==> src/design/xfcu_pkg.sv <==
package xfcu_pkg;

  localparam int unsigned FlagW = 22;
  localparam int unsigned DataW = 64;

  // EFLAGS bit masks, bits 0 to 21
  localparam logic [FlagW-1:0] F_CF    = 22'h000001;
  localparam logic [FlagW-1:0] F_RSV1  = 22'h000002;
  localparam logic [FlagW-1:0] F_PF    = 22'h000004;
  localparam logic [FlagW-1:0] F_AF    = 22'h000010;
  localparam logic [FlagW-1:0] F_ZF    = 22'h000040;
  localparam logic [FlagW-1:0] F_SF    = 22'h000080;
  localparam logic [FlagW-1:0] F_TF    = 22'h000100;
  localparam logic [FlagW-1:0] F_IF    = 22'h000200;
  localparam logic [FlagW-1:0] F_DF    = 22'h000400;
  localparam logic [FlagW-1:0] F_OF    = 22'h000800;
  localparam logic [FlagW-1:0] F_IOPL  = 22'h003000;
  localparam logic [FlagW-1:0] F_NT    = 22'h004000;
  localparam logic [FlagW-1:0] F_RF    = 22'h010000;
  localparam logic [FlagW-1:0] F_AC    = 22'h040000;
  localparam logic [FlagW-1:0] F_VIF   = 22'h080000;
  localparam logic [FlagW-1:0] F_ID    = 22'h200000;
  localparam logic [FlagW-1:0] F_ARITH = F_OF | F_SF | F_ZF | F_AF | F_PF | F_CF;
  localparam logic [FlagW-1:0] F_SAHF  = F_SF | F_ZF | F_AF | F_PF | F_CF;
  localparam logic [FlagW-1:0] PUSH_IMAGE_MASK = 22'h3cffff;

  localparam int unsigned BitIf  = 9;
  localparam int unsigned BitVif = 19;
  localparam int unsigned BitVip = 20;

  localparam logic [FlagW-1:0] FLAGS_RESET = F_RSV1;

  localparam logic [1:0] MODE_REAL = 2'd0;
  localparam logic [1:0] MODE_V86  = 2'd2;
  localparam logic [1:0] CPL_USER  = 2'd3;
  localparam logic [1:0] IOPL_MAX  = 2'd3;

  localparam logic [1:0] CFG_VME   = 2'd0;
  localparam logic [1:0] CFG_PVI   = 2'd1;
  localparam logic [1:0] CFG_AC_ID = 2'd2;

  typedef enum logic [3:0] {
    CMD_SAHF    = 4'd0,
    CMD_LAHF    = 4'd1,
    CMD_CLC     = 4'd2,
    CMD_STC     = 4'd3,
    CMD_CLI     = 4'd4,
    CMD_STI     = 4'd5,
    CMD_CLD     = 4'd6,
    CMD_STD     = 4'd7,
    CMD_CMC     = 4'd8,
    CMD_PUSHF16 = 4'd9,
    CMD_PUSHF32 = 4'd10,
    CMD_PUSHF64 = 4'd11,
    CMD_POPF16  = 4'd12,
    CMD_POPF32  = 4'd13,
    CMD_POPF64  = 4'd14,
    CMD_SALC    = 4'd15
  } cmd_e;

  typedef enum logic [1:0] {
    KIND_NONE = 2'd0,
    KIND_PUSH = 2'd1,
    KIND_AH   = 2'd2,
    KIND_AL   = 2'd3
  } kind_e;

  typedef struct packed {
    logic vme;
    logic pvi;
    logic ac_id;
  } cfg_t;

  typedef struct packed {
    cmd_e        command;
    logic [1:0]  cur_privilege;
    logic [1:0]  cpu_mode;
    logic [63:0] popped_value;
    logic [7:0]  ah_value;
  } item_t;

  typedef struct packed {
    logic             fault;
    kind_e            data_kind;
    logic [DataW-1:0] data_value;
    logic [FlagW-1:0] flags_now;
    logic             irq_shadow;
  } result_t;

endpackage

==> src/design/xfcu_cfg.sv <==
module xfcu_cfg (
  input  logic             clk_i,
  input  logic             rst_ni,
  input  logic             cfg_we_i,
  input  logic [1:0]       cfg_idx_i,
  input  logic             cfg_data_i,
  output xfcu_pkg::cfg_t   cfg_o
);

  xfcu_pkg::cfg_t cfg_q, cfg_d;

  always_comb begin
    cfg_d = cfg_q;
    if (cfg_we_i) begin
      case (cfg_idx_i)
        xfcu_pkg::CFG_VME:   cfg_d.vme   = cfg_data_i;
        xfcu_pkg::CFG_PVI:   cfg_d.pvi   = cfg_data_i;
        xfcu_pkg::CFG_AC_ID: cfg_d.ac_id = cfg_data_i;
        default: ;
      endcase
    end
  end

  always_ff @(posedge clk_i or negedge rst_ni) begin
    if (!rst_ni) begin
      cfg_q.vme   <= 1'b0;
      cfg_q.pvi   <= 1'b0;
      cfg_q.ac_id <= 1'b1;
    end else begin
      cfg_q <= cfg_d;
    end
  end

  assign cfg_o = cfg_q;

endmodule

==> src/design/xfcu_exec.sv <==
module xfcu_exec (
  input  xfcu_pkg::item_t                 item_i,
  input  xfcu_pkg::cfg_t                  cfg_i,
  input  logic [xfcu_pkg::FlagW-1:0]      flags_i,
  output xfcu_pkg::result_t               res_o
);

  logic                         prot, v86, pvi_user, vip;
  logic [1:0]                   iopl, cpl;
  logic [xfcu_pkg::FlagW-1:0]   wmask, wval, popped;
  logic                         flt, shadow;
  xfcu_pkg::kind_e              kind;
  logic [xfcu_pkg::DataW-1:0]   data;

  always_comb begin
    cpl      = item_i.cur_privilege;
    v86      = (item_i.cpu_mode == xfcu_pkg::MODE_V86);
    prot     = !v86 && (item_i.cpu_mode != xfcu_pkg::MODE_REAL);
    iopl     = flags_i[13:12];
    vip      = flags_i[xfcu_pkg::BitVip];
    pvi_user = cfg_i.pvi && (cpl == xfcu_pkg::CPL_USER);
    popped   = item_i.popped_value[xfcu_pkg::FlagW-1:0];
    wmask    = '0;
    wval     = '0;
    flt      = 1'b0;
    shadow   = 1'b0;
    kind     = xfcu_pkg::KIND_NONE;
    data     = '0;

    unique case (item_i.command)
      xfcu_pkg::CMD_SAHF: begin
        wmask = xfcu_pkg::F_SAHF;
        wval  = {14'd0, item_i.ah_value};
      end
      xfcu_pkg::CMD_LAHF: begin
        kind = xfcu_pkg::KIND_AH;
        data = {56'd0, flags_i[7:0]};
      end
      xfcu_pkg::CMD_CLC: wmask = xfcu_pkg::F_CF;
      xfcu_pkg::CMD_STC: begin
        wmask = xfcu_pkg::F_CF;
        wval  = xfcu_pkg::F_CF;
      end
      xfcu_pkg::CMD_CLI: begin
        wmask = xfcu_pkg::F_IF;
        if (prot) begin
          if (pvi_user && iopl < xfcu_pkg::IOPL_MAX) begin
            wmask = xfcu_pkg::F_VIF;
          end else if (!pvi_user && iopl < cpl) begin
            flt = 1'b1;
          end
        end else if (v86 && iopl != xfcu_pkg::IOPL_MAX) begin
          if (cfg_i.vme) wmask = xfcu_pkg::F_VIF;
          else           flt   = 1'b1;
        end
      end
      xfcu_pkg::CMD_STI: begin
        wmask  = xfcu_pkg::F_IF;
        wval   = xfcu_pkg::F_IF;
        shadow = !flags_i[xfcu_pkg::BitIf];
        // virtual path: set VIF only, never raise the shadow
        if (prot) begin
          if (pvi_user && iopl < xfcu_pkg::IOPL_MAX) begin
            wmask  = xfcu_pkg::F_VIF;
            wval   = xfcu_pkg::F_VIF;
            shadow = 1'b0;
            flt    = vip;
          end else if (cpl > iopl) begin
            flt = 1'b1;
          end
        end else if (v86 && iopl != xfcu_pkg::IOPL_MAX) begin
          wmask  = xfcu_pkg::F_VIF;
          wval   = xfcu_pkg::F_VIF;
          shadow = 1'b0;
          flt    = !(cfg_i.vme && !vip);
        end
      end
      xfcu_pkg::CMD_CLD: wmask = xfcu_pkg::F_DF;
      xfcu_pkg::CMD_STD: begin
        wmask = xfcu_pkg::F_DF;
        wval  = xfcu_pkg::F_DF;
      end
      xfcu_pkg::CMD_CMC: begin
        wmask = xfcu_pkg::F_CF;
        wval  = ~flags_i;
      end
      xfcu_pkg::CMD_PUSHF16: begin
        kind = xfcu_pkg::KIND_PUSH;
        data = {48'd0, flags_i[15:0]};
        if (v86 && iopl < xfcu_pkg::IOPL_MAX) begin
          // VME image: IOPL reads as 3, IF reflects VIF
          flt            = !cfg_i.vme;
          data[13:12]    = 2'b11;
          data[xfcu_pkg::BitIf] = flags_i[xfcu_pkg::BitVif];
        end
      end
      xfcu_pkg::CMD_PUSHF32: begin
        kind = xfcu_pkg::KIND_PUSH;
        data = {42'd0, flags_i & xfcu_pkg::PUSH_IMAGE_MASK};
        flt  = v86 && iopl < xfcu_pkg::IOPL_MAX;
      end
      xfcu_pkg::CMD_PUSHF64: begin
        kind = xfcu_pkg::KIND_PUSH;
        data = {42'd0, flags_i & xfcu_pkg::PUSH_IMAGE_MASK};
      end
      xfcu_pkg::CMD_POPF16: begin
        wmask = xfcu_pkg::F_ARITH | xfcu_pkg::F_TF | xfcu_pkg::F_DF | xfcu_pkg::F_NT;
        wval  = {6'd0, popped[15:0]};
        if (prot) begin
          if (cpl == 2'd0) wmask = wmask | xfcu_pkg::F_IOPL;
          if (cpl <= iopl) wmask = wmask | xfcu_pkg::F_IF;
        end else if (v86) begin
          if (iopl < xfcu_pkg::IOPL_MAX) begin
            flt = !cfg_i.vme || (popped[xfcu_pkg::BitIf] && vip) || popped[8];
            // VIF follows the popped IF; IF and IOPL hold
            wmask = wmask | xfcu_pkg::F_VIF;
            wval[xfcu_pkg::BitVif] = popped[xfcu_pkg::BitIf];
          end else begin
            wmask = wmask | xfcu_pkg::F_IF;
          end
        end else begin
          wmask = wmask | xfcu_pkg::F_IOPL | xfcu_pkg::F_IF;
        end
      end
      xfcu_pkg::CMD_POPF32: begin
        wmask = xfcu_pkg::F_ARITH | xfcu_pkg::F_TF | xfcu_pkg::F_DF
              | xfcu_pkg::F_NT | xfcu_pkg::F_RF;
        if (cfg_i.ac_id) wmask = wmask | xfcu_pkg::F_AC | xfcu_pkg::F_ID;
        wval = popped;
        if (prot) begin
          if (cpl == 2'd0) wmask = wmask | xfcu_pkg::F_IOPL;
          if (cpl <= iopl) wmask = wmask | xfcu_pkg::F_IF;
        end else if (v86) begin
          flt   = iopl < xfcu_pkg::IOPL_MAX;
          wmask = wmask | xfcu_pkg::F_IF;
        end else begin
          wmask = wmask | xfcu_pkg::F_IOPL | xfcu_pkg::F_IF;
        end
      end
      xfcu_pkg::CMD_POPF64: begin
        wmask = xfcu_pkg::F_ARITH | xfcu_pkg::F_TF | xfcu_pkg::F_DF | xfcu_pkg::F_NT
              | xfcu_pkg::F_RF | xfcu_pkg::F_AC | xfcu_pkg::F_ID;
        wval  = popped;
        if (cpl == 2'd0) wmask = wmask | xfcu_pkg::F_IOPL;
        if (cpl <= iopl) wmask = wmask | xfcu_pkg::F_IF;
      end
      xfcu_pkg::CMD_SALC: begin
        kind = xfcu_pkg::KIND_AL;
        data = {56'd0, {8{flags_i[0]}}};
      end
    endcase

    if (flt) begin
      res_o.fault      = 1'b1;
      res_o.data_kind  = xfcu_pkg::KIND_NONE;
      res_o.data_value = '0;
      res_o.flags_now  = flags_i;
      res_o.irq_shadow = 1'b0;
    end else begin
      res_o.fault      = 1'b0;
      res_o.data_kind  = kind;
      res_o.data_value = data;
      res_o.flags_now  = (flags_i & ~wmask) | (wval & wmask) | xfcu_pkg::F_RSV1;
      res_o.irq_shadow = shadow;
    end
  end

endmodule

==> src/design/x86_flag_control_unit.sv <==
// x86 flag control unit: holds EFLAGS bits 0 to 21 and executes one flag instruction
// (SAHF, LAHF, CLC/STC/CMC, CLI/STI, CLD/STD, PUSHF and POPF in three widths, SALC) per
// item, with the real, protected and virtual-8086 privilege rules including the VME and
// PVI virtual-interrupt paths. Each item passes through an input register and then a result
// register, and a new item is taken every cycle unless the output stalls; the flag
// register is updated as an item moves into the result register, so the next item sees
// the new flags with no bubble. A faulting item leaves the flags untouched and returns
// fault with no data. Write configuration only while no item is in flight.
module x86_flag_control_unit (
  input  logic          clk_i,
  input  logic          rst_ni,
  input  logic          cfg_we_i,
  input  logic [1:0]    cfg_idx_i,
  input  logic          cfg_data_i,
  input  logic          s_axis_tvalid,
  output logic          s_axis_tready,
  // [1:0] cur_privilege, [3:2] cpu_mode, [67:4] popped_value, [75:68] ah_value
  input  logic [79:0]   s_axis_tdata,
  // [3:0] command
  input  logic [3:0]    s_axis_tuser,
  output logic          m_axis_tvalid,
  input  logic          m_axis_tready,
  // [0] fault, [64:1] data_value, [86:65] flags_now, [87] irq_shadow
  output logic [87:0]   m_axis_tdata,
  // [1:0] data_kind
  output logic [1:0]    m_axis_tuser
);

  xfcu_pkg::cfg_t                  cfg;
  xfcu_pkg::item_t                 item_q, item_d;
  xfcu_pkg::result_t               res_q, res_d;
  logic                            in_valid_q, out_valid_q, adv;
  logic [xfcu_pkg::FlagW-1:0]      eflags_q;

  xfcu_cfg u_cfg (
    .clk_i      (clk_i),
    .rst_ni     (rst_ni),
    .cfg_we_i   (cfg_we_i),
    .cfg_idx_i  (cfg_idx_i),
    .cfg_data_i (cfg_data_i),
    .cfg_o      (cfg)
  );

  xfcu_exec u_exec (
    .item_i  (item_q),
    .cfg_i   (cfg),
    .flags_i (eflags_q),
    .res_o   (res_d)
  );

  // advance the held item whenever the result slot is free or draining
  assign adv           = in_valid_q && (!out_valid_q || m_axis_tready);
  assign s_axis_tready = !in_valid_q || adv;

  always_comb begin
    item_d.command       = xfcu_pkg::cmd_e'(s_axis_tuser);
    item_d.cur_privilege = s_axis_tdata[1:0];
    item_d.cpu_mode      = s_axis_tdata[3:2];
    item_d.popped_value  = s_axis_tdata[67:4];
    item_d.ah_value      = s_axis_tdata[75:68];
  end

  always_ff @(posedge clk_i or negedge rst_ni) begin
    if (!rst_ni) begin
      in_valid_q  <= 1'b0;
      out_valid_q <= 1'b0;
      eflags_q    <= xfcu_pkg::FLAGS_RESET;
    end else begin
      if (s_axis_tready) in_valid_q <= s_axis_tvalid;
      if (adv) begin
        out_valid_q <= 1'b1;
        eflags_q    <= res_d.flags_now;
      end else if (m_axis_tready) begin
        out_valid_q <= 1'b0;
      end
    end
  end

  always_ff @(posedge clk_i) begin
    if (s_axis_tready && s_axis_tvalid) item_q <= item_d;
    if (adv) res_q <= res_d;
  end

  assign m_axis_tvalid = out_valid_q;
  assign m_axis_tdata  = {res_q.irq_shadow, res_q.flags_now, res_q.data_value, res_q.fault};
  assign m_axis_tuser  = res_q.data_kind;

  a_fault_no_data : assert property (@(posedge clk_i) disable iff (!rst_ni)
    (m_axis_tvalid && m_axis_tdata[0]) |-> (m_axis_tuser == xfcu_pkg::KIND_NONE
                                            && !m_axis_tdata[87]))
    else $error("faulting item carries data or shadow");

  a_fault_holds_flags : assert property (@(posedge clk_i) disable iff (!rst_ni)
    (adv && res_d.fault) |=> $stable(eflags_q))
    else $error("flags changed on a faulting item");

  a_rsv1_set : assert property (@(posedge clk_i) disable iff (!rst_ni)
    eflags_q[1])
    else $error("reserved flag bit 1 cleared");

  a_shadow_if : assert property (@(posedge clk_i) disable iff (!rst_ni)
    (m_axis_tvalid && m_axis_tdata[87]) |-> m_axis_tdata[65 + xfcu_pkg::BitIf])
    else $error("interrupt shadow without IF set");

endmodule
==> config.mk <==
export PLATFORM = sky130hd
export DESIGN_NAME = x86_flag_control_unit
export DESIGN_NICKNAME = d
export VERILOG_FILES = /design/src/design/xfcu_pkg.sv /design/src/design/xfcu_cfg.sv /design/src/design/xfcu_exec.sv /design/src/design/x86_flag_control_unit.sv
export SDC_FILE = /design/constraint.sdc
export NUM_CORES = 1
export LEC_CHECK = 0
export ABC_AREA = 1
export BUFFER_PORTS_ARGS = -buffer_cell sky130_fd_sc_hd__buf_4
export CORE_ASPECT_RATIO = 1.1
export CORE_MARGIN = 10
export CORE_UTILIZATION = 40
export CTS_CLUSTER_DIAMETER = 60
export CTS_CLUSTER_SIZE = 30
export DETAILED_ROUTE_END_ITERATION = 7
export GPL_TIMING_DRIVEN = 1
export PLACE_DENSITY = 0.69
export REMOVE_ABC_BUFFERS = 1
export SLEW_MARGIN = 10
export SYNTH_ARGS = -nofsm -noshare
export SYNTH_HDL_FRONTEND = slang
export SYNTH_SLANG_ARGS = --single-unit
==> constraint.sdc <==
create_clock -name clk_i -period 2.3 [get_ports clk_i]
set_clock_uncertainty 0.1 [all_clocks]
set_input_delay 0.23 -clock clk_i [delete_from_list [all_inputs] [get_ports clk_i]]
set_output_delay 0.23 -clock clk_i [all_outputs]
set_load 0.005 [all_outputs]
==> results.sh, run 1 <==
export IMPL_wirelength_um=10080
export IMPL_antenna_found_initial=0
export IMPL_drtPass1Iterations=4
export IMPL_dp_hpwl_um=7543
export IMPL_nNetsFinal=667
export IMPL_core_um2=10860
export IMPL_critPathArrivalTime_ns=2.25
export IMPL_grt_setup_unrepaired="false"
export IMPL_fin_setup_tns_ns=0
export IMPL_fp_row_count=40
export IMPL_cts_resized=0
export IMPL_via_per_inst=4.498
export IMPL_synth_seq_cells=89
export IMPL_initial_core_util=0.4052
export IMPL_routed_via_count=3261
export IMPL_crit_buf_inv=1
export IMPL_slowest_stage="dfrtp_1"
export IMPL_setup_violations_final=0
export IMPL_critPathLaunchType="flip-flop"
export IMPL_die_width_um=120.0
export IMPL_gp_congestion=0.8792
export IMPL_setup_worst_path_start="eflags_q[13]"
export IMPL_status="completed"
export IMPL_crit_fanout=15
export IMPL_avgRoutedWirePerCell_um=13.91
export IMPL_dieArea_um2=15600
export IMPL_ir_drop_v=0.0003869
export IMPL_power_switching_mw=1.419
export IMPL_io_pins=184
export IMPL_area_delta_synth_final_pct=27.50
export IMPL_synth_cells=455
export IMPL_grt_max_degree=46
export IMPL_drt_initial_drc_count=165
export IMPL_dpl_cell_area_um2=4985
export IMPL_ant_nets=0
export IMPL_synth_seq_area_share=0.5829
export IMPL_hp_start="m_axis_tready"
export IMPL_required_ns=2.46
export IMPL_finalCriticalPeriod_ns=2.094
export IMPL_path_cells="ha_1 > a21oi_1 > nand3_1 > nand3_1 > buf_4 > nand2_1 > a31oi_1"
export IMPL_diodes=0
export IMPL_final_cell_area_um2=5610
export IMPL_min_path_type="input pin to flip-flop"
export IMPL_use_met2=0.2202
export IMPL_synthesis_area_um2=4400
export IMPL_crit_top_cell="nand3_1"
export IMPL_p_seq_frac=0.457
export IMPL_cellLeakagePower_nw=2.532
export IMPL_cts_made_buffers=9
export IMPL_root_buffer="clkbuf_16"
export IMPL_clockPowerShare=0.307
export IMPL_grt_pass1_wl_um=15930
export IMPL_path_delay_family="simple AND/OR/NAND/NOR gates"
export IMPL_cts_sink_count=89
export IMPL_numPortBuffers=77
export IMPL_cts_tree="done"
export IMPL_postCtsSetupBuffers=0
export IMPL_grt_met1_usage=0.1423
export IMPL_critPathKind="flip-flop to flip-flop"
export IMPL_gr_total_overflow=0
export IMPL_internal_power_mw=3.611
export IMPL_grt_pass1_vias=3278
export IMPL_route_detailed_drc=0
export IMPL_combPwrFrac=0.236
export IMPL_synth_area_leader_cell="edfxtp_1"
export IMPL_busiest_layer="met2"
export IMPL_period_share=0.9105
export IMPL_power_density_nw_per_um2=896.7
export IMPL_drive_above_1_share=0.2249
export IMPL_fp_dieH_um=130.0
export IMPL_groute_usage_overall=0.1276
export IMPL_drv_cap=0
export IMPL_maxSlewViolCount=0
export IMPL_use_met3=0.03328
export IMPL_insertion_delay_ns=0.34
export IMPL_nFillCells=1025
export IMPL_holdBufCountCts=31
export IMPL_h_tree_depth=3
export IMPL_slowest_delay_ns=0.45
export IMPL_ys_types=29
export IMPL_hold_viol=0
export IMPL_synthTopCellsByArea="edfxtp_1, dfrtp_1, nand2_1, buf_4, inv_1"
export IMPL_clkSlewWorstSetupHoldPaths_ns=0.06
export IMPL_setup_worst_path_end_class="flip-flop"
export IMPL_avgSynthCellArea_um2=9.671
export IMPL_fmax_mhz=477.5
export IMPL_cts_max_path_buffers=2
export IMPL_synth_top_cell_area_share=0.4572
export IMPL_sw_frac_of_total=0.2821
export IMPL_ys_warn_count=0
export IMPL_regToRegStartpoint="eflags_q[13]"
## state kept, by name, summed over array words and instances, names as in the netlist
| name | flops |
|---|---|
| eflags_q | 17 |
| in_valid_q | 1 |
| item_q | 29 |
| m_axis_tdata | 36 |
| m_axis_tuser | 2 |
| m_axis_tvalid | 1 |
| u_cfg.cfg_o | 3 |
## per-stage QoR
stage          total power, mW    util  hold slack, ns  setup WS, ns  cells
3_5_place_dp             3.475  0.4590         0.05819        0.2712    678
3_3_place_gp             3.428  0.4590         0.05521        0.2836    678
6_report                 5.031  0.5166         0.05619        0.2060    725
5_1_grt                  5.316  0.5166         0.09108       0.06724    725
4_1_cts                  5.066  0.5166         0.04216        0.2427    725
2_1_floorplan            2.963       -         -0.1656        0.2375    445
## area by class of cell
type	instances	area, um^2	share of cell area
Clock buffer	13	250.2	0.04460
Clock inverter	3	65.06	0.01160
Inverter	48	180.2	0.03211
Multi-Input combinational cell	308	1398	0.2491
Sequential cell	89	2565	0.4572
Tap cell	147	183.9	0.03278
Timing Repair Buffer	117	968.4	0.1726
## worst paths after layout
check	to	slack, ns	cells past startpoint
setup reg to reg	eflags_q[16]	0.21	7
setup / recovery	eflags_q[16]	0.21	7
hold reg to reg	eflags_q[19]	0.40	2
hold / removal	m_axis_tvalid	0.06	4
min in group asynchronous	eflags_q[13]	0.25	2
max in group asynchronous	eflags_q[1]	1.55	2
## cells in the mapped netlist (all sizes together)
cell type    n
a31oi        2
conb         1
a21oi       12
and2         2
dfstp        2
o21ai       42
nand2      119
nor3         7
dfrtp       20
a22o         1
inv         48
a21o         1
o31ai        1
ha           2
nor2        39
buf         60
o211ai       4
nand3       25
edfxtp      67
## power by group through the flow
stage | Combinational, mW | Clock [mW] | Sequential, mW
2_1_floorplan | 0.659 | 0 | 2.30
3_3_place_gp | 1.11 | 0 | 2.32
3_5_place_dp | 1.15 | 0 | 2.33
4_1_cts | 1.20 | 1.57 | 2.30
5_1_grt | 1.34 | 1.63 | 2.34
6_report | 1.19 | 1.54 | 2.30
## worst register-to-register path, cell delays in order (launching register included)
cell	delay, ns
dfrtp_1	0.45
ha_1	0.35
a21oi_1	0.16
nand3_1	0.14
nand3_1	0.27
buf_4	0.27
nand2_1	0.10
a31oi_1	0.18
## layout by cell type (no fill, tap or decap), types with 2 or more instances in the layout
cell / synthesis / routed
nand2_1: 114 / 114
clkbuf_16: 0 / 9
o21ai_1: 13 / 13
o211ai_1: 4 / 4
nor3_1: 7 / 7
o21ai_0: 22 / 22
inv_2: 9 / 9
edfxtp_1: 67 / 67
o21ai_2: 7 / 7
bufinv_16: 0 / 2
ha_1: 2 / 2
dlygate4sd3_1: 0 / 31
inv_1: 39 / 39
nand3_2: 2 / 2
conb_1: 1 / 51
dfrtp_1: 20 / 20
dfstp_2: 2 / 2
nand2_2: 5 / 5
nand3_1: 23 / 23
clkbuf_1: 0 / 3
nor2_2: 3 / 3
buf_4: 56 / 85
and2_1: 2 / 2
nor2_1: 33 / 33
a21oi_1: 12 / 12
a31oi_1: 2 / 2
nor2_4: 3 / 3
## cell families (layout without fill, tap and decap cells)
kind of cell    after synthesis  count (layout)  share of synthesized area
buf+inv                     108             181                     0.1422
fa+ha+maj                     2               2                   0.005686
compound gates               63              63                    0.08246
simple gates                192             192                     0.1860
flops                        89              89                     0.5829
other cells                   1              51                  0.0008522
## metal layers
| layer | vias up | wire (um) |
|---|---|---|
| met5 | - | 0 |
| met4 | 0 | 274 |
| met3 | 19 | 571 |
| met2 | 105 | 5078 |
| met1 | 1507 | 4159 |
| li1 | 1630 | - |
No activity file was read; power rests on OpenSTA's default activity.
==> run 2, diff against run 1 <==
- ABC_AREA: 1 -> unset
- BUFFER_PORTS_ARGS: -buffer_cell sky130_fd_sc_hd__buf_4 -> -buffer_cell sky130_fd_sc_hd__buf_2
- PLACE_DENSITY: 0.69 -> 0.68
==> results.sh, run 2 <==
export IMPL_core_um2=10910
export IMPL_synth_seq_cells=89
export IMPL_insertion_delay_ns=0.35
export IMPL_initial_core_util=0.4084
export IMPL_route_detailed_drc=0
export IMPL_io_pins=184
export IMPL_required_ns=2.29
export IMPL_critPathArrivalTime_ns=2.41
export IMPL_async_flop_share=0.2472
export IMPL_routed_via_count=3333
export IMPL_p_total_mw=4.462
export IMPL_regToRegStartpoint="eflags_q[13]"
export IMPL_largest_reg_flops=36
export IMPL_tightestPinTransition_ns=0.5795
export IMPL_whs_ns=0.04245
export IMPL_power_density_nw_per_um2=733.6
export IMPL_status="finished with violations"
export IMPL_synth_edf_count=67
export IMPL_drive_above_1_share=0.4041
export IMPL_grt_pass1_vias=3504
export IMPL_critPathLaunchType="flip-flop"
export IMPL_synth_area_leader_cell="edfxtp_1"
export IMPL_numPortBuffers=77
export IMPL_drv_cap=0
export IMPL_min_path_type="input pin to flip-flop"
export IMPL_final_cell_mix="buf_2, edfxtp_1, conb_1"
export IMPL_final_common_cell="buf_2"
export IMPL_setup_worst_path_end_class="flip-flop"
export IMPL_synth_cells=376
export IMPL_cellLeakagePower_nw=2.563
export IMPL_dieArea_um2=15770
export IMPL_cts_tree="done"
export IMPL_hold_viol=0
export IMPL_period_share=1.053
export IMPL_drt_initial_drc_count=161
export IMPL_h_tree_depth=3
export IMPL_grt_pass1_wl_um=18000
export IMPL_synth_top_cells_by_count="edfxtp_1, buf_4, nand2_1"
export IMPL_nNetsFinal=631
export IMPL_slew_headroom=0.6137
export IMPL_via_per_inst=4.837
export IMPL_setup_violations_final=31
export IMPL_cts_sink_count=89
export IMPL_clkSlewWorstSetupHoldPaths_ns=0.06
export IMPL_synthTopCellsByArea="edfxtp_1, dfrtp_1, buf_4, mux2_2, nand2_1"
export IMPL_synth_top_cell_area_share=0.4516
export IMPL_cts_max_path_buffers=2
export IMPL_grt_max_degree=30
export IMPL_gr_total_overflow=0
export IMPL_die_width_um=120.6
export IMPL_fp_row_count=40
export IMPL_avgRoutedWirePerCell_um=16.81
export IMPL_grt_setup_unrepaired="true"
export IMPL_fmax_mhz=412.9
export IMPL_synth_seq_area_share=0.5757
export IMPL_area_delta_synth_final_pct=36.51
export IMPL_avgSynthCellArea_um2=11.85
export IMPL_groute_usage_overall=0.1451
export IMPL_violations="negative setup slack"
export IMPL_synth_most_common_cell="edfxtp_1"
export IMPL_maxSlewViolCount=0
export IMPL_diodes=0
export IMPL_root_buffer="clkbuf_16"
export IMPL_synthesis_area_um2=4456
export IMPL_setup_worst_path_start="eflags_q[13]"
export IMPL_ys_types=59
export IMPL_wirelength_um=11590
export IMPL_ir_drop_v=0.0003707
export IMPL_synthFlopType="edfxtp_1"
export IMPL_gp_congestion=0.8606
export IMPL_antenna_found_initial=0
export IMPL_hp_start="cfg_data_i"
export IMPL_drtPass1Iterations=4
export IMPL_dp_hpwl_um=8383
export IMPL_cts_made_buffers=9
export IMPL_ant_nets=0
export IMPL_critPathKind="flip-flop to flip-flop"
export IMPL_finalCriticalPeriod_ns=2.422
export IMPL_crit_fanout=4
export IMPL_setup_slack_ns=-0.1220
export IMPL_ys_warn_count=0
export IMPL_fp_dieH_um=130.7
-- run 2: cell count changes in the layout (fill, tap and decap cells not counted), moves of 8 or more --
cell,before,now
buf_4,85,50
o21ai_1,13,3
nand3_1,23,3
mux2_4,0,13
buf_2,0,77
inv_2,9,1
nor2_1,33,15
mux2_2,0,12
inv_1,39,8
o21ai_0,22,14
nand2_1,114,32
-- run 2: layout make-up --
type,count,area (um^2)
Timing Repair Buffer,164,1139
Clock buffer,10,229.0
Tap cell,147,183.9
Fill cell,941,4828
Inverter,10,45.04
Sequential cell,89,2565
Multi-Input combinational cell,263,1844
Clock inverter,6,76.32
-- run 2: final timing paths --
kind                               endpoint  cells past startpoint  slack [ns]
setup / recovery           m_axis_tdata[67]                      8       -0.12
hold / removal               u_cfg.cfg_o[2]                      2        0.04
setup reg to reg           m_axis_tdata[67]                      8       -0.12
hold reg to reg               m_axis_tvalid                      1        0.41
max in group asynchronous       eflags_q[0]                      2        1.39
min in group asynchronous       eflags_q[7]                      2        0.32
-- run 2: cells by family (layout without fill, tap and decap cells) --
logic type | count (synthesis) | in the layout | share of synthesized area
compound gates | 69 | 69 | 0.1008
other cells | 1 | 51 | 0.0008417
mux | 26 | 26 | 0.06880
buf+inv | 74 | 190 | 0.1112
simple gates | 115 | 115 | 0.1370
flops | 89 | 89 | 0.5757
fa+ha+maj | 2 | 2 | 0.005616
-- run 2: per-layer routing --
metal	share of wire	global-route usage
met3	0.068	0.04721
met2	0.52	0.2428
met4	0.021	0.06818
met1	0.40	0.1657
met5	0	0
-- run 2: through the flow --
stage / worst slack [ns] / std cells / cell area, um^2 / utilization / setup TNS (ns)
final: -0.1220 / 689 / 6082 / 0.5575 / -1.852
after global routing: -0.1591 / 689 / 6082 / 0.5575 / -3.468
after CTS: -0.06579 / 686 / 5929 / 0.5435 / -0.3351
after detailed placement: -0.2228 / 636 / 5131 / 0.4703 / -4.143
after global placement: -0.1824 / 636 / 5131 / 0.4703 / -2.859
after floorplan: -0.2346 / 362 / 4187 / - / -2.739
-- run 2: critical path, stage by stage (launching register included) --
cell	delay (ns)
dfrtp_1	0.42
ha_4	0.18
nand2b_4	0.13
or4_4	0.51
o32a_4	0.28
buf_6	0.16
buf_6	0.12
a31oi_1	0.17
nand2_1	0.10
-- run 2: power by group --
part	switching [mW]	internal, mW	leakage, nW
Clock	0.641	0.859	0.149
Sequential	0.115	1.95	0.926
Combinational	0.426	0.465	1.49
Total	1.18	3.28	2.56
-- run 2: what timing repair did --
action,in CTS,in global routing
buffers inserted,6,3
resized for setup,38,30
endpoints found under the setup margin,44,37
hold endpoints to repair,50,0
hold buffers,31,0
pin swaps,7,8
